## config.mk

```make
export PLATFORM = sky130hd
export DESIGN_NAME = platform_interrupt_controller_unit
export DESIGN_NICKNAME = d
export VERILOG_FILES = /design/src/rtl/core/plic_pkg.sv /design/src/rtl/core/platform_interrupt_controller_unit.sv /design/src/rtl/core/plic_ram.sv /design/src/rtl/core/plic_seq.sv
export SDC_FILE = /design/constraint.sdc
export NUM_CORES = 1
export LEC_CHECK = 0
export BUFFER_PORTS_ARGS = -buffer_cell sky130_fd_sc_hd__buf_2
export CORE_MARGIN = 4
export CORE_UTILIZATION = 38
export DETAILED_ROUTE_END_ITERATION = 7
export GPL_TIMING_DRIVEN = 0
export SYNTH_ARGS = -nofsm -noshare
export SYNTH_HDL_FRONTEND = slang
export SYNTH_HIERARCHICAL = 1
export SYNTH_SLANG_ARGS = --single-unit
```

## constraint.sdc

```tcl
create_clock -name clk -period 11.5 [get_ports clk]
set_input_delay 1.725 -clock clk [delete_from_list [all_inputs] [get_ports clk]]
set_output_delay 1.725 -clock clk [all_outputs]
set_load 0.01 [all_outputs]
```

## src/rtl/core/plic_pkg.sv

```systemverilog
package plic_pkg;

    // Defaults for the top-level parameters.
    localparam int NUM_SOURCES_DEF   = 64;
    localparam int PRIORITY_BITS_DEF = 3;

    // Fixed widths of the bus fields.
    localparam int WORD_BITS = 32;
    localparam int INDEX_W   = 6;
    localparam int THRESH_W  = 3;

    // Bit positions inside one source entry of the state memory.
    // The priority sits above the three flag bits.
    localparam int FLT_BIT  = 0;
    localparam int PEND_BIT = 1;
    localparam int EN_BIT   = 2;
    localparam int PRIO_LSB = 3;

    typedef enum logic [1:0] {
        ACT_READ    = 2'd0,
        ACT_WRITE   = 2'd1,
        ACT_REQUEST = 2'd2,
        ACT_NONE    = 2'd3
    } action_t;

    typedef enum logic [1:0] {
        BLK_PRIO    = 2'd0,
        BLK_PENDING = 2'd1,
        BLK_ENABLE  = 2'd2,
        BLK_CLAIM   = 2'd3
    } block_t;

    typedef struct packed {
        action_t                action;
        block_t                 reg_block;
        logic [INDEX_W-1:0]     index;
        logic [WORD_BITS-1:0]   write_data;
    } item_t;

    typedef struct packed {
        logic                   done;
        logic [WORD_BITS-1:0]   read_data;
        logic                   irq;
        logic                   bad;
    } result_t;

endpackage

```

## src/rtl/core/platform_interrupt_controller_unit.sv

```systemverilog
// Single-target platform-level interrupt controller.
//
// Commands: an operation (bus read, bus write or source request) is taken
// at a rising edge with start high and busy low. Its result appears on
// read_data, interrupt_line and bad_access, marked by done for exactly one
// cycle; the receiver cannot hold results off and nothing here waits on it.
// interrupt_line reflects the state after the operation has been applied.
//
// All per-source state (priority, enable, pending, in-flight) lives in one
// synchronous memory of NUM_SOURCES entries. An operation sweeps that
// memory, reading, updating and writing back one entry per cycle and
// ranking the entries for the interrupt line as it goes; a claim read
// needs a ranking sweep before the update sweep. The single memory port
// pair sets this pace. busy falls in the cycle in which done is shown.
//
// After reset the block clears the memory, one entry per cycle, with busy
// high. The threshold write channel is always ready and is taken as soon as
// it is offered; it is reset to zero.
module platform_interrupt_controller_unit
    import plic_pkg::*;
#(
    parameter int NUM_SOURCES   = NUM_SOURCES_DEF,
    parameter int PRIORITY_BITS = PRIORITY_BITS_DEF
)
(
    input  logic                 clk,
    input  logic                 rst_n,
    input  logic                 start,
    output logic                 busy,
    input  logic [1:0]           action,
    input  logic [1:0]           reg_block,
    input  logic [INDEX_W-1:0]   index,
    input  logic [WORD_BITS-1:0] write_data,
    output logic                 done,
    output logic [WORD_BITS-1:0] read_data,
    output logic                 interrupt_line,
    output logic                 bad_access,
    input  logic                 cfg_valid,
    output logic                 cfg_ready,
    input  logic [THRESH_W-1:0]  cfg_data
);

    localparam int SRC_W   = $clog2(NUM_SOURCES);
    localparam int ENTRY_W = PRIORITY_BITS + 3;

    logic [THRESH_W-1:0] threshold_reg, threshold_next;
    item_t               item;
    result_t             result;
    logic                seq_busy;
    logic                ram_we;
    logic [SRC_W-1:0]    ram_waddr;
    logic [ENTRY_W-1:0]  ram_wdata;
    logic [SRC_W-1:0]    ram_raddr;
    logic [ENTRY_W-1:0]  ram_rdata;

    // The threshold register is the only configuration state, always ready;
    // software is to make changes only between operations; unenforced.
    assign cfg_ready      = 1'b1;
    assign threshold_next = (cfg_valid && cfg_ready) ? cfg_data : threshold_reg;

    always_ff @(posedge clk or negedge rst_n)
    begin
        if (!rst_n)
        begin
            threshold_reg <= '0;
        end
        else
        begin
            threshold_reg <= threshold_next;
        end
    end

    // Gather the command fields into one item for the sequencer.
    always_comb
    begin
        item.action     = action_t'(action);
        item.reg_block  = block_t'(reg_block);
        item.index      = index;
        item.write_data = write_data;
    end

    plic_seq #(
        .NUM_SOURCES   (NUM_SOURCES),
        .PRIORITY_BITS (PRIORITY_BITS),
        .SRC_W         (SRC_W),
        .ENTRY_W       (ENTRY_W)
    ) u_seq (
        .clk       (clk),
        .rst_n     (rst_n),
        .start     (start && !seq_busy),
        .item      (item),
        .threshold (threshold_reg),
        .busy      (seq_busy),
        .result    (result),
        .ram_we    (ram_we),
        .ram_waddr (ram_waddr),
        .ram_wdata (ram_wdata),
        .ram_raddr (ram_raddr),
        .ram_rdata (ram_rdata)
    );

    plic_ram #(
        .DEPTH  (NUM_SOURCES),
        .WIDTH  (ENTRY_W),
        .ADDR_W (SRC_W)
    ) u_ram (
        .clk   (clk),
        .we    (ram_we),
        .waddr (ram_waddr),
        .wdata (ram_wdata),
        .raddr (ram_raddr),
        .rdata (ram_rdata)
    );

    // The result register inside the sequencer drives the ports directly.
    assign busy           = seq_busy;
    assign done           = result.done;
    assign read_data      = result.read_data;
    assign interrupt_line = result.irq;
    assign bad_access     = result.bad;

endmodule

```

## src/rtl/core/plic_ram.sv

```systemverilog
module plic_ram
    import plic_pkg::*;
#(
    parameter int DEPTH  = NUM_SOURCES_DEF,
    parameter int WIDTH  = PRIORITY_BITS_DEF + 3,
    parameter int ADDR_W = $clog2(NUM_SOURCES_DEF)
)
(
    input  logic              clk,
    input  logic              we,
    input  logic [ADDR_W-1:0] waddr,
    input  logic [WIDTH-1:0]  wdata,
    input  logic [ADDR_W-1:0] raddr,
    output logic [WIDTH-1:0]  rdata
);

    logic [WIDTH-1:0] mem_reg [DEPTH];
    logic [WIDTH-1:0] rdata_reg;

    always_ff @(posedge clk)
    begin
        if (we)
        begin
            mem_reg[waddr] <= wdata;
        end
        rdata_reg <= mem_reg[raddr];
    end

    assign rdata = rdata_reg;

endmodule

```

## src/rtl/core/plic_seq.sv

```systemverilog
module plic_seq
    import plic_pkg::*;
#(
    parameter int NUM_SOURCES   = NUM_SOURCES_DEF,
    parameter int PRIORITY_BITS = PRIORITY_BITS_DEF,
    parameter int SRC_W         = $clog2(NUM_SOURCES_DEF),
    parameter int ENTRY_W       = PRIORITY_BITS_DEF + 3
)
(
    input  logic                clk,
    input  logic                rst_n,
    input  logic                start,
    input  item_t               item,
    input  logic [THRESH_W-1:0] threshold,
    output logic                busy,
    output result_t             result,
    output logic                ram_we,
    output logic [SRC_W-1:0]    ram_waddr,
    output logic [ENTRY_W-1:0]  ram_wdata,
    output logic [SRC_W-1:0]    ram_raddr,
    input  logic [ENTRY_W-1:0]  ram_rdata
);

    localparam int CNT_W     = $clog2(NUM_SOURCES + 1);
    localparam int NUM_WORDS = (NUM_SOURCES + WORD_BITS - 1) / WORD_BITS;
    localparam int BP_W      = (PRIORITY_BITS > THRESH_W) ? PRIORITY_BITS : THRESH_W;
    localparam int EXT_W     = 16;
    localparam int SEL_W     = $clog2(WORD_BITS);

    typedef enum logic [3:0] {
        ST_CLEAR  = 4'b0001,
        ST_IDLE   = 4'b0010,
        ST_SCAN   = 4'b0100,
        ST_UPDATE = 4'b1000
    } state_t;

    state_t               state_reg, state_next;
    logic [CNT_W-1:0]     cnt_reg, cnt_next;
    logic                 rvalid_reg, rvalid_next;
    logic [SRC_W-1:0]     raddr_q_reg, raddr_q_next;
    item_t                item_reg, item_next;
    logic                 bad_reg, bad_next;
    logic [SRC_W-1:0]     claim_id_reg, claim_id_next;
    logic [SRC_W-1:0]     best_id_reg, best_id_next;
    logic [BP_W-1:0]      best_pri_reg, best_pri_next;
    logic [WORD_BITS-1:0] rdata_reg, rdata_next;
    result_t              result_reg, result_next;

    logic                 issue;
    logic                 last;
    logic                 is_claim_rd;
    logic                 start_bad;
    logic                 src_bad;
    logic                 word_bad;
    logic [EXT_W-1:0]     a_ext;
    logic [SEL_W-1:0]     bitpos;
    logic                 word_hit;
    logic [SRC_W-1:0]     tgt_idx;
    logic [SRC_W-1:0]     tgt_cpl;
    logic [ENTRY_W-1:0]   ent;
    logic [ENTRY_W-1:0]   ent_new;
    logic [ENTRY_W-1:0]   cand;
    logic [BP_W-1:0]      cand_pri;
    logic                 hit;

    // Error checks on an item, evaluated as it is taken in.
    always_comb
    begin
        src_bad  = (item.index == '0) ||
                   (32'(item.index) >= 32'(NUM_SOURCES));
        word_bad = 32'(item.index) >= 32'(NUM_WORDS);
        start_bad = 1'b0;
        case (item.action)
            ACT_REQUEST:
            begin
                start_bad = src_bad;
            end
            ACT_READ, ACT_WRITE:
            begin
                case (item.reg_block)
                    BLK_PRIO:
                    begin
                        start_bad = src_bad;
                    end
                    BLK_PENDING, BLK_ENABLE:
                    begin
                        start_bad = word_bad;
                    end
                    BLK_CLAIM:
                    begin
                        start_bad = (item.action == ACT_WRITE) &&
                                    ((item.write_data == '0) ||
                                     (item.write_data >= 32'(NUM_SOURCES)));
                    end
                    default:
                    begin
                        start_bad = 1'b0;
                    end
                endcase
            end
            default:
            begin
                start_bad = 1'b0;
            end
        endcase
    end

    // Per-entry read-modify-write on the entry returned by the memory.
    always_comb
    begin
        ent      = ram_rdata;
        a_ext    = EXT_W'(raddr_q_reg);
        bitpos   = a_ext[SEL_W-1:0];
        word_hit = (a_ext[EXT_W-1:SEL_W] == (EXT_W - SEL_W)'(item_reg.index)) &&
                   (raddr_q_reg != '0);
        tgt_idx  = SRC_W'(item_reg.index);
        tgt_cpl  = SRC_W'(item_reg.write_data);
        is_claim_rd = (item_reg.action == ACT_READ) && (item_reg.reg_block == BLK_CLAIM);

        ent_new    = ent;
        rdata_next = rdata_reg;
        if (!bad_reg)
        begin
            case (item_reg.action)
                ACT_REQUEST:
                begin
                    if ((raddr_q_reg == tgt_idx) && !ent[FLT_BIT])
                    begin
                        ent_new[PEND_BIT] = 1'b1;
                    end
                end
                ACT_WRITE:
                begin
                    case (item_reg.reg_block)
                        BLK_PRIO:
                        begin
                            if (raddr_q_reg == tgt_idx)
                            begin
                                ent_new[PRIO_LSB +: PRIORITY_BITS] =
                                    item_reg.write_data[PRIORITY_BITS-1:0];
                            end
                        end
                        BLK_ENABLE:
                        begin
                            if (word_hit)
                            begin
                                ent_new[EN_BIT] = item_reg.write_data[bitpos];
                            end
                        end
                        BLK_CLAIM:
                        begin
                            if ((raddr_q_reg == tgt_cpl) && ent[EN_BIT])
                            begin
                                ent_new[FLT_BIT] = 1'b0;
                            end
                        end
                        default:
                        begin
                            ent_new = ent;
                        end
                    endcase
                end
                ACT_READ:
                begin
                    case (item_reg.reg_block)
                        BLK_PRIO:
                        begin
                            if (raddr_q_reg == tgt_idx)
                            begin
                                rdata_next = WORD_BITS'(ent[PRIO_LSB +: PRIORITY_BITS]);
                            end
                        end
                        BLK_PENDING:
                        begin
                            if (word_hit)
                            begin
                                rdata_next = rdata_reg |
                                             (WORD_BITS'(ent[PEND_BIT]) << bitpos);
                            end
                        end
                        BLK_ENABLE:
                        begin
                            if (word_hit)
                            begin
                                rdata_next = rdata_reg |
                                             (WORD_BITS'(ent[EN_BIT]) << bitpos);
                            end
                        end
                        BLK_CLAIM:
                        begin
                            if ((claim_id_reg != '0) && (raddr_q_reg == claim_id_reg))
                            begin
                                ent_new[PEND_BIT] = 1'b0;
                                ent_new[FLT_BIT]  = 1'b1;
                            end
                        end
                        default:
                        begin
                            ent_new = ent;
                        end
                    endcase
                end
                default:
                begin
                    ent_new = ent;
                end
            endcase
        end
        if ((state_reg != ST_UPDATE) || !rvalid_reg)
        begin
            rdata_next = rdata_reg;
        end

        // The scan pass ranks the stored entries, the update pass the new ones.
        cand     = (state_reg == ST_SCAN) ? ent : ent_new;
        cand_pri = BP_W'(cand[PRIO_LSB +: PRIORITY_BITS]);
        hit      = rvalid_reg && (raddr_q_reg != '0) && cand[PEND_BIT] &&
                   cand[EN_BIT] && (cand_pri > best_pri_reg);
    end

    assign issue = ((state_reg == ST_SCAN) || (state_reg == ST_UPDATE)) &&
                   (cnt_reg < CNT_W'(NUM_SOURCES));
    assign last  = rvalid_reg && (raddr_q_reg == SRC_W'(NUM_SOURCES - 1));

    always_comb
    begin
        state_next    = state_reg;
        cnt_next      = cnt_reg;
        rvalid_next   = issue;
        raddr_q_next  = cnt_reg[SRC_W-1:0];
        item_next     = item_reg;
        bad_next      = bad_reg;
        claim_id_next = claim_id_reg;
        best_id_next  = hit ? raddr_q_reg : best_id_reg;
        best_pri_next = hit ? cand_pri : best_pri_reg;
        result_next   = result_reg;
        result_next.done = 1'b0;

        ram_we    = 1'b0;
        ram_waddr = raddr_q_reg;
        ram_wdata = ent_new;
        ram_raddr = cnt_reg[SRC_W-1:0];

        if (issue)
        begin
            cnt_next = cnt_reg + CNT_W'(1);
        end

        case (state_reg)
            ST_CLEAR:
            begin
                ram_we    = 1'b1;
                ram_waddr = cnt_reg[SRC_W-1:0];
                ram_wdata = '0;
                cnt_next  = cnt_reg + CNT_W'(1);
                if (cnt_reg == CNT_W'(NUM_SOURCES - 1))
                begin
                    state_next = ST_IDLE;
                end
            end
            ST_IDLE:
            begin
                if (start)
                begin
                    item_next     = item;
                    bad_next      = start_bad;
                    cnt_next      = '0;
                    claim_id_next = '0;
                    best_id_next  = '0;
                    best_pri_next = BP_W'(threshold);
                    if ((item.action == ACT_READ) && (item.reg_block == BLK_CLAIM))
                    begin
                        state_next = ST_SCAN;
                    end
                    else
                    begin
                        state_next = ST_UPDATE;
                    end
                end
            end
            ST_SCAN:
            begin
                if (last)
                begin
                    claim_id_next = best_id_next;
                    state_next    = ST_UPDATE;
                    cnt_next      = '0;
                    best_id_next  = '0;
                    best_pri_next = BP_W'(threshold);
                end
            end
            ST_UPDATE:
            begin
                ram_we = rvalid_reg;
                if (last)
                begin
                    result_next.done      = 1'b1;
                    result_next.read_data = is_claim_rd ? WORD_BITS'(claim_id_reg)
                                                        : rdata_next;
                    result_next.irq       = (best_id_next != '0);
                    result_next.bad       = bad_reg;
                    state_next            = ST_IDLE;
                end
            end
            default:
            begin
                state_next = ST_IDLE;
            end
        endcase
    end

    always_ff @(posedge clk or negedge rst_n)
    begin
        if (!rst_n)
        begin
            state_reg    <= ST_CLEAR;
            cnt_reg      <= '0;
            rvalid_reg   <= 1'b0;
            result_reg   <= '0;
        end
        else
        begin
            state_reg    <= state_next;
            cnt_reg      <= cnt_next;
            rvalid_reg   <= rvalid_next;
            result_reg   <= result_next;
        end
    end

    always_ff @(posedge clk)
    begin
        raddr_q_reg  <= raddr_q_next;
        item_reg     <= item_next;
        bad_reg      <= bad_next;
        claim_id_reg <= claim_id_next;
        best_id_reg  <= best_id_next;
        best_pri_reg <= best_pri_next;
        if ((state_reg == ST_IDLE) && start)
        begin
            rdata_reg <= '0;
        end
        else
        begin
            rdata_reg <= rdata_next;
        end
    end

    assign busy   = (state_reg != ST_IDLE);
    assign result = result_reg;

endmodule

```

# Yosys cells after proc, flatten, opt, wreduce, memory -nomap -nowiden
# Memories as Yosys holds them, arrays and structs flattened. A register that Yosys moved wholly into a read port is not among the register bits.
# Index checks and enable logic that the tools add are counted.
# classes
n_addsub	1
magnitude_cmp	5
n_eq_ne	26
n_shift	2
n_mux	54
bitwise	2
n_reduce_logical	37
# ops
operator	n
$mux W32	7
$pmux W32 S3	1
$mux W35	2
$or A32 B32 Y32	2
$shl A1 B5 Y32	2
$mux W6	9
$ge A32 B7 Y1 const B	1
$logic_not A32 Y1	1
$mux W4	6
$pmux W6 S2	2
$mux W7	3
$pmux W7 S3	1
$eq A6 B6 Y1	3
$reduce_bool A6 Y1	3
$pmux W4 S4	1
$logic_and A1 B1 Y1	15
$mux W3	5
$eq A2 B2 Y1 const B	6
$eq A2 B1 Y1 const B	4
$logic_not A2 Y1	4
$mux W1	8
$ne A2 B1 Y1 const B	4
$pmux W1 S2	4
$add A7 B1 Y7 const B	1
25 further kinds	32
# word_totals
reg_bits	146
ram_bits	384
out_inout_bits	37
wordCells	146
memories	1
# mem_list
memory	words	word_bits	read_ports	rd_ports_with_merged_regs	wr	line_no	source
u_ram.mem_reg	64	6	1	1	1	plic_ram.sv:17	logic [WIDTH-1:0] mem_reg [DEPTH];

# Longest topological paths before layout
# Gate-level depths: netlist of run 1.
# depth
ltp_word	14
ltp_mapped	15
mapped_depth_nobuf	12

# Hierarchy
# The synthesis of run 1 kept the hierarchy.
# modules_own_cells
module	n_inst	cells_each	area_per_inst_um2
plic_ram	1	720	15225.9
plic_seq	1	620	6389.9
platform_interrupt_controller_unit	1	9	126.4

# Worst setup path before layout of run 1
# OpenSTA, ideal clock, no wires.
# synth_path
path_kind	input-to-reg
start	input port start
end	register u_seq.claim_id_reg[0], enable pin
arrival_time_ns	3.478
path_slack_ns	7.701
stages	6
cell_sequence	nor2b_1 -> nand2_1 -> inv_1 -> a21oi_2 -> inv_1 -> buf_2
# synth_between
elab_chain_len	3
# synth_lines
item	line_no	source
start, declared	platform_interrupt_controller_unit.sv:28	input logic start,
$logic_and A1 B1 Y1	platform_interrupt_controller_unit.sv:90	.start (start && !seq_busy),
$ne A2 B1 Y1 (no line)	--	
$reduce_and A3 Y1 (no line)	--	
end signal, assigned	plic_seq.sv:335	claim_id_reg <= claim_id_next;
end, declared	plic_seq.sv:43	logic [SRC_W-1:0] claim_id_reg, claim_id_next;
# No other way between the ends.
# A chain may end at the register's enable or synchronous reset.

# Worst setup path after layout of run 1
# layout_path
start	register u_seq.raddr_q_reg[1]
end	register u_seq.best_pri_reg[0]
# layout_between
elab_chain_len	13
word_cells_on_any_way	30
# layout_lines
item	line_no	source
start, declared	plic_seq.sv:40	logic [SRC_W-1:0] raddr_q_reg, raddr_q_next;
start signal, assigned	plic_seq.sv:332	raddr_q_reg <= raddr_q_next;
parallel branches: the longest is 12 deep, another holds $mux W6	--	
$pmux W3 S2 *	plic_seq.sv:249	case (state_reg)
via u_seq.best_pri_next[0]	plic_seq.sv:45	logic [BP_W-1:0] best_pri_reg, best_pri_next;
end signal, assigned	plic_seq.sv:337	best_pri_reg <= best_pri_next;
end, declared	plic_seq.sv:45	
# Mark *: on every way through the listed nets, which the timed path passes. The select of a mux whose other input is x is not followed.

==> results of run 1 <==
## cell families (layout without fill, tap and decap cells)
logic type	Yosys count	after routing	synth area share
flip-flops	536	536	0.7044
AND/OR/NAND/NOR	357	357	0.07803
AO/OA/AOI/OAI	184	184	0.05484
multiplexers	154	154	0.1275
buffers and inverters	91	281	0.02354
XOR/XNOR	20	20	0.008057
adder cells (fa/ha/maj)	6	6	0.003453
other	1	1	0.0001725
## routing by layer
layer,vias to the layer above,GRT usage
met1,6565,0.2420
met3,117,0.03394
li1,5570,-
met5,-,0
met4,0,0.06139
met2,534,0.2955
## cells in the final DEF, fill, tap and decap left out, drive strengths merged, types with 17 or more instances in the layout
cell	n
a21oi	52
buf	137
clkbuf	102
clkinv	17
dfrtp	49
dfxtp	53
edfxtp	433
inv	23
mux2i	44
mux4	95
nand2	78
nand3	23
nor2	143
nor3	17
o21ai	56
## where the power goes
group / leakage, nW / internal (mW) / switching (mW)
Combinational: 2.57 / 0.553 / 0.935
Sequential: 5.01 / 2.39 / 0.0692
Clock: 0.867 / 0.970 / 0.753
Total: 8.44 / 3.92 / 1.76
## how the worst max path moves through the flow
| stage | depth (start not counted) | from | end |
|---|---|---|---|
| 3_5_place_dp | 15 | u_seq/raddr_q_reg[1] | u_seq/best_pri_reg[0] |
| 3_3_place_gp | 8 | u_seq/raddr_q_reg[1] | u_ram/mem_reg[26][2] |
| 6_report | 15 | u_seq/raddr_q_reg[1] | u_seq/best_pri_reg[0] |
| 5_1_grt | 15 | u_seq/raddr_q_reg[1] | u_seq/best_pri_reg[0] |
| 4_1_cts | 15 | u_seq/raddr_q_reg[1] | u_seq/best_pri_reg[0] |
| 2_1_floorplan | 6 | start | u_seq/claim_id_reg[0] |
## worst reg2reg max path, stage by stage (launching register included)
cell and delay (ns):
dfxtp_1 0.30, buf_2 0.24, buf_2 0.32, xnor2_1 0.16, nand4_1 0.25, nor4_1 0.62
mux2_2 0.43, ha_1 0.29, nor2b_1 0.13, o21ai_0 0.10, a211oi_2 0.72, o311a_1 0.34
o211ai_4 0.13, buf_6 0.21, nand3_1 0.09, o311ai_0 0.18
## cell type report
cell class                 instances  area (sq um)
multi-input combinational        722          5963
tap                              756         945.9
timing repair buffer              92         595.6
sequential                       536         15320
fill                            4931         31410
clock buffer                      71          1530
clock inverter                    27         224.0
buffer                            76         455.4
inverter                          15         56.30
==> results.cfg, run 1 <==
[worst_setup_path]
reg2reg_from = u_seq/raddr_q_reg[1]
path_max_fanout = 10
crit_path_frequent_cell = buf_2
slowest_stage = a211oi_2
regToRegEndpoint = u_seq/best_pri_reg[0]
slowest_delay_ns = 0.72
rr_worst_depth = 15
required_ns = 11.93
cp-start-kind = flop
cp_cell_sequence = buf_2 -> buf_2 -> xnor2_1 -> nand4_1 -> nor4_1 -> mux2_2 -> ha_1 -> nor2b_1 -> o21ai_0 -> a211oi_2 -> o311a_1 -> o211ai_4 -> buf_6 -> nand3_1 -> o311ai_0
critPathCaptureType = flop
crit_family = compound AO/OA/AOI/OAI gates
r2r_setup_slack_ns = 6.80
cp.buffers_inverters = 3
critPathKind = reg2reg
crit_arrival_ns = 5.13

[synth]
synth_flop_cell = edfxtp_1
syn-cell-area_sq_mm = 0.02174
synth_cell_types = 72
synth_seq_cells = 536
yosys-top-cells-area = edfxtp_1 (60%), mux4_2 (9.2%), dfrtp_1 (5.6%)
synth.most_common_cell = edfxtp_1
syn_avg_cell_area_sq_um = 16.12
synthTopCellsByCount = edfxtp_1 (433), nor2_1 (143), mux4_2 (89), nand2_1 (78), dfxtp_1 (53)
ys_seq_area_frac = 0.7044
synth_edf_count = 433
synthCells = 1349
netlist.area_leader.share = 0.5980
syn-num-nets = 1404
yosysWarnings = 6
async_flop_share = 0.09328
synth_area_leader_cell = edfxtp_1

[clock_network]
cts_resized = 0
clk_path_buf_depth = 3
clk_pin_slew_ns = 0.06
cts_tree = built
clock_latency_ns = 0.61
cts.hold.buffers_added = 0
htreeDepth = 2
clock_sinks = 536
cts_setup_buffers = 0
cts-root-buf = clkbuf_16
cts_buffers = 55

[route]
wl_per_cell_microns = 24.13
via_per_inst = 5.571
ant_nets = 0
routed.top_layer = met4
met1_length_mm = 22.91
drtIter0Drc = 1320
wl_mm = 55.38
num_vias = 12790
dr_wl_met2_mm = 26.62
drc = 0
dr.pass1.iters = 8
met3WireLength_mm = 3.909

[sta]
fmaxAchievable_mhz = 212.7
setup_viol = 0
min_period_ns = 4.701
report.final.slew_viol_count = 0
setup_ws_ns = 6.799
skew_ns = 0.03305
fin_tns_setup_ns = 0
timing.final.hold_violations = 0
hold_ws_ns = 0.4526
rsz0062_at_grt = no
period_share = 0.4088
tightest_slew_ns = 1.209
relSlewSlack = 0.1937

[worst_hold_path]
holdCritPathClass = reg2reg
holdPathEnd = u_seq/rdata_reg[9]
holdCritStartpoint = u_seq/rdata_reg[9]
hold_depth = 2

[run]
cap_violations = 0

[global_routing]
grt_pass1_wl_mm = 81.75
grt_usage = 0.1799
antenna_found_initial = 0
grt_pass1_vias = 12480
gr-total-overflow = 0
grt_max_degree = 51

[floorplanning]
io_pins = 86
fp.dieArea_sq_mm = 0.06111
die_w_microns = 247.2
die_h_microns = 247.2
rows = 87
core_area_sq_mm = 0.05650
start_util = 0.3848

[finish]
final_area_sq_mm = 0.02509
fin_cells = 2295
final_layout_size_suffix_gt1_frac = 0.2255
finish.net_count = 1553
largest_register_ffs = 384
fin_util = 0.4440
area_delta_synth_final_pct = 15.38
antenna_cells = 0

[placed_design]
dp_hpwl_mm = 37.59
port_buffers = 84
dp.cells = 2197
placed_area_sq_mm = 0.02333
place_congestion = 0.8654
pre_cts_ws_ns = 6.900

[run_status]
status = completed

[power]
ir_drop_mv = 0.1256
total_power_mw = 5.673
powerDensity_mw_per_mm2 = 226.1
p_leak_nw = 8.443
(Power assumes the default switching activity.)
==> run 2: changes to the inputs <==
- clock period: 11.5 -> 4.1 ns (I/O delays scaled with it)
==> run 2 against run 1 <==
Net effect: critical path depth stayed put; final area up 0.29%; largest cell class unchanged; flip-flop and latch count stayed put; clock-buffer cell count stayed put; core utilization rose by 0.13 points; register-to-register slack got worse by 6.7 ns.
==> results.cfg, run 2 (synthesis results as in run 1) <==
[run_status]
status = completed

[sta]
fin_tns_setup_ns = 0
period_share = 0.9660
hold_ws_ns = 0.1937
fmaxAchievable_mhz = 252.5
min_period_ns = 3.961
relSlewSlack = 0.1832
report.final.slew_viol_count = 0
setup_viol = 0
rsz0062_at_grt = no
timing.final.hold_violations = 0
tightest_slew_ns = 1.208
skew_ns = 0.03309

[global_routing]
antenna_found_initial = 1
grt_pass1_wl_mm = 81.85
gr-total-overflow = 0
grt_usage = 0.1801
grt_max_degree = 51
grt_pass1_vias = 12490

[worst_hold_path]
holdCritStartpoint = write_data[17]
hold_depth = 1
holdPathEnd = u_seq/item_reg[17]
holdCritPathClass = in2reg

[placed_design]
place_congestion = 0.8654
placed_area_sq_mm = 0.02333
dp_hpwl_mm = 37.59
port_buffers = 84

[floorplanning]
die_h_microns = 247.2
die_w_microns = 247.2
fp.dieArea_sq_mm = 0.06111
io_pins = 86
start_util = 0.3848
core_area_sq_mm = 0.05650
rows = 87

[worst_setup_path]
rr_worst_depth = 15
crit_arrival_ns = 4.41
critPathCaptureType = flop
required_ns = 4.54
crit_path_frequent_cell = buf_2
regToRegEndpoint = u_seq/best_pri_reg[0]
slowest_stage = mux2_2
critPathKind = reg2reg
reg2reg_from = u_seq/raddr_q_reg[1]
r2r_setup_slack_ns = 0.14
cp_cell_sequence = buf_2 -> buf_2 -> xnor2_1 -> nand4_1 -> nor4_4 -> mux2_2 -> ha_1 -> nor2b_1 -> o21ai_0 -> a211oi_4 -> o311a_1 -> o211ai_4 -> buf_6 -> nand3_1 -> o311ai_0
path_max_fanout = 10
cp-start-kind = flop
slowest_delay_ns = 0.41

[power]
p_leak_nw = 8.454
powerDensity_mw_per_mm2 = 633.6
ir_drop_mv = 0.3564

[route]
via_per_inst = 5.533
dr.pass1.iters = 5
wl_per_cell_microns = 24.16
drc = 0
dr_wl_met2_mm = 26.82
routed.top_layer = met4
wl_mm = 55.50
num_vias = 12710
met3WireLength_mm = 3.898
met1_length_mm = 22.93
drtIter0Drc = 1362
ant_nets = 0

[clock_network]
clk_path_buf_depth = 3
cts_tree = built
cts-root-buf = clkbuf_16
clock_latency_ns = 0.61
clk_pin_slew_ns = 0.06
cts.hold.buffers_added = 0
clock_sinks = 536
cts_buffers = 55
htreeDepth = 2

[run]
cap_violations = 0

[finish]
final_layout_size_suffix_gt1_frac = 0.2377
largest_register_ffs = 384
final_area_sq_mm = 0.02516
layout_common_cells = edfxtp_1 (433), nor2_1 (123), buf_2 (107)
final_common_cell = edfxtp_1
area_delta_synth_final_pct = 15.72
finish.net_count = 1554
fillers = 4928
==> run 2: cell types whose count changed in the layout (fill, tap and decap cells not counted), sizes merged <==
| cell | change |
|---|---|
| diode | +1 |
| buf | +1 |
==> run 2: worst max path at each step <==
stage                     slack (ns)            startpoint                     to  cells after the start
after floorplan                 0.34  u_seq/raddr_q_reg[1]  u_seq/best_pri_reg[0]                     15
after global placement         -2.11  u_seq/raddr_q_reg[1]   u_ram/mem_reg[26][2]                      8
after detailed placement       -0.50  u_seq/raddr_q_reg[1]  u_seq/best_pri_reg[0]                     15
after CTS                     -0.006    u_seq/state_reg[0]   u_ram/mem_reg[39][5]                      7
after global routing            0.01    u_seq/state_reg[1]  u_seq/best_pri_reg[0]                     12
final                           0.14  u_seq/raddr_q_reg[1]  u_seq/best_pri_reg[0]                     15
==> run 2: what timing repair did <==
item	4_1_cts	5_1_grt
gates resized for setup	2	22
pin swaps	1	2
setup endpoints to repair	21	290
setup buffers	1	0
==> run 2: report_power, final <==
| part | leakage (nW) | switching [mW] | internal, mW |
|---|---|---|---|
| clock | 0.867 | 2.12 | 2.72 |
| sequential | 5.01 | 0.194 | 6.71 |
| combinational | 2.58 | 2.64 | 1.56 |
| total | 8.45 | 4.95 | 11.0 |
==> run 2: critical path: cells and delay by family, from the launching register on <==
family                   cells  cell delay, ns
multiplexers                 1            0.41
AO/OA/AOI/OAI                5            0.97
flip-flops                   1            0.30
XOR/XNOR                     1            0.15
AND/OR/NAND/NOR              4            0.87
buffers and inverters        3            0.77
adder cells (fa/ha/maj)      1            0.29
==> run 2: final cells by class <==
class / instances / area (sq um) / share of cell area
multi-input cells: 722 / 6023 / 0.2394
clock buffers: 71 / 1530 / 0.06082
inverters: 15 / 56.30 / 0.002238
well taps: 756 / 945.9 / 0.03760
diodes: 1 / 2.502 / 0.00009946
clock inverters: 27 / 224.0 / 0.008902
flip-flops and latches: 536 / 15320 / 0.6088
plain buffers: 76 / 457.9 / 0.01820
repair buffers: 93 / 603.1 / 0.02397
==> run 2: layer usage <==
metal,global-route usage,vias to the layer above
met5,0,-
met4,0.06338,0
met3,0.03437,110
met2,0.2944,523
met1,0.2422,6508
li1,-,5569
==> run 2: through the flow <==
step                cells  setup WS (ns)  power, mW  utilization
floorplan            1349         0.3425      9.570            -
global placement     2189         -2.112      10.97       0.4090
detailed placement   2197        -0.4995      11.19       0.4130
CTS                  2296      -0.006155      16.06       0.4444
global route         2297        0.01100      16.60       0.4453
finish               2297         0.1392      15.94       0.4453
==> run 3: changes to the inputs <==
- RECOVER_POWER: not set -> 100
==> run 3 against run 2 <==
Net effect: the run now ends with capacitance limit, slew limit left; flip-flop and latch count is the same; sequential share of layout area grew 0.54 points; largest cell class unchanged; critical path depth is the same; routed wire length grew 0.21%; largest power group unchanged; clock skew is essentially flat; via count shrank 0.19%; maximum frequency is essentially flat; power shrank 0.46%; clock power is essentially flat; cell count is essentially flat; sequential power is essentially flat; non-clock buffer count is the same.
==> results.cfg, run 3 (synthesis results as in run 1) <==
[power]
ir_drop_mv = 0.3538
p_leak_nw = 8.139
total_power_mw = 15.87
powerDensity_mw_per_mm2 = 636.3

[clock_network]
cts_tree = built
clk_pin_slew_ns = 0.06
cts.hold.buffers_added = 0
clock_latency_ns = 0.61
cts-root-buf = clkbuf_16
clock_sinks = 536
cts_buffers = 55
clk_path_buf_depth = 3
htreeDepth = 2

[global_routing]
grt_pass1_wl_mm = 81.85
grt_max_degree = 51
grt_usage = 0.1801
gr-total-overflow = 0
grt_pass1_vias = 12490
antenna_found_initial = 0

[finish]
finish.net_count = 1554
antenna_cells = 0
fin_cells = 2296
final_area_sq_mm = 0.02494
largest_register_ffs = 384
final_common_cell = edfxtp_1
final_layout_size_suffix_gt1_frac = 0.1786
area_delta_synth_final_pct = 14.70
layout_common_cells = edfxtp_1 (433), nor2_1 (131), clkbuf_1 (119)

[worst_setup_path]
path_max_fanout = 10
crit_arrival_ns = 4.41
critPathKind = reg2reg
required_ns = 4.54
critPathCaptureType = flop
cp-start-kind = flop
r2r_setup_slack_ns = 0.14

[route]
via_per_inst = 5.525
ant_nets = 0
dr.pass1.iters = 8
drc = 0
num_vias = 12690
drtIter0Drc = 1389
wl_mm = 55.62
wl_per_cell_microns = 24.22

[sta]
period_share = 0.9663
min_period_ns = 3.962
fmaxAchievable_mhz = 252.4
rsz0062_at_grt = no
timing.final.hold_violations = 0
skew_ns = 0.03293
report.final.slew_viol_count = 67
fin_tns_setup_ns = 0
relSlewSlack = -0.8969
setup_viol = 0
tightest_slew_ns = 2.845

[floorplanning]
fp.dieArea_sq_mm = 0.06111
rows = 87
die_w_microns = 247.2
core_area_sq_mm = 0.05650
io_pins = 86
die_h_microns = 247.2
start_util = 0.3848

[placed_design]
place_congestion = 0.8654
dp.cells = 2197
port_buffers = 84
dp_hpwl_mm = 37.59
placed_area_sq_mm = 0.02333

[worst_hold_path]
holdCritPathClass = in2reg

[run]
cap_violations = 2

[run_status]
status = finished, violations left
violations = capacitance limit, slew limit
-- run 3: cell count changes in the layout (fill, tap and decap cells not counted), moves of 3 or more --
cell,change
buf_12,-4
clkbuf_4,+3
nor2_2,-3
clkbuf_1,+80
buf_2,-79
nor2_4,-5
nor2_1,+8
-- run 3: stage by stage --
stage,hold WS [ns],util,setup WS (ns)
after floorplan,0.3194,-,0.3425
after global placement,0.4348,0.4090,-2.112
after detailed placement,0.4408,0.4130,-0.4995
after CTS,0.1635,0.4444,-0.006155
after global routing,0.1661,0.4414,0.008838
final,0.1914,0.4414,0.1380
-- run 3: cell type report --
type | count | area (sq um)
plain buffers | 76 | 449.2
clock buffers | 71 | 1530
clock inverters | 27 | 224.0
fillers | 4996 | 31560
inverters | 15 | 56.30
multi-input cells | 722 | 5963
flip-flops and latches | 536 | 15320
well taps | 756 | 945.9
repair buffers | 93 | 454.2
-- run 3: worst paths after layout --
| path | startpoint | to | depth (start not counted) |
|---|---|---|---|
| min | write_data[17] | u_seq/item_reg[17] | 1 |
| min reg2reg | u_seq/rdata_reg[8] | u_seq/rdata_reg[8] | 2 |
| max | u_seq/raddr_q_reg[1] | u_seq/best_pri_reg[0] | 15 |
| max reg2reg | u_seq/raddr_q_reg[1] | u_seq/best_pri_reg[0] | 15 |
| min in group asynchronous | rst_n | threshold_reg[2] | 1 |
| max in group asynchronous | rst_n | u_seq/result[4] | 1 |
-- run 3: critical path, cell delays in order, from the launching register on --
cell      delay (ns)
dfxtp_1         0.30
buf_2           0.24
buf_2           0.32
xnor2_1         0.15
nand4_1         0.31
nor4_4          0.35
mux2_2          0.41
ha_1            0.29
nor2b_1         0.13
o21ai_0         0.14
a211oi_4        0.30
o311a_1         0.25
o211ai_4        0.13
buf_6           0.21
nand3_1         0.09
o311ai_0        0.16
-- run 3: per-layer routing --
| layer | part of all wire | track usage | wire (microns) | up-vias |
|---|---|---|---|---|
| met5 | 0 | 0 | 0 | - |
| met4 | 0.036 | 0.06338 | 2014 | 0 |
| met3 | 0.072 | 0.03437 | 4025 | 125 |
| met2 | 0.48 | 0.2944 | 26670 | 519 |
| met1 | 0.41 | 0.2422 | 22910 | 6475 |
| li1 | - | - | - | 5567 |
-- run 3: repair_timing --
item	4_1_cts	5_1_grt
setup buffers	1	0
pin swaps	1	2
resized for setup	2	22
setup endpoints to repair	21	290
-- run 3: report_power, final --
part / leakage, nW / switching (mW) / total (mW) / internal (mW)
combinational: 2.26 / 2.62 / 4.11 / 1.49
sequential: 5.01 / 0.193 / 6.92 / 6.72
clock: 0.867 / 2.12 / 4.84 / 2.72
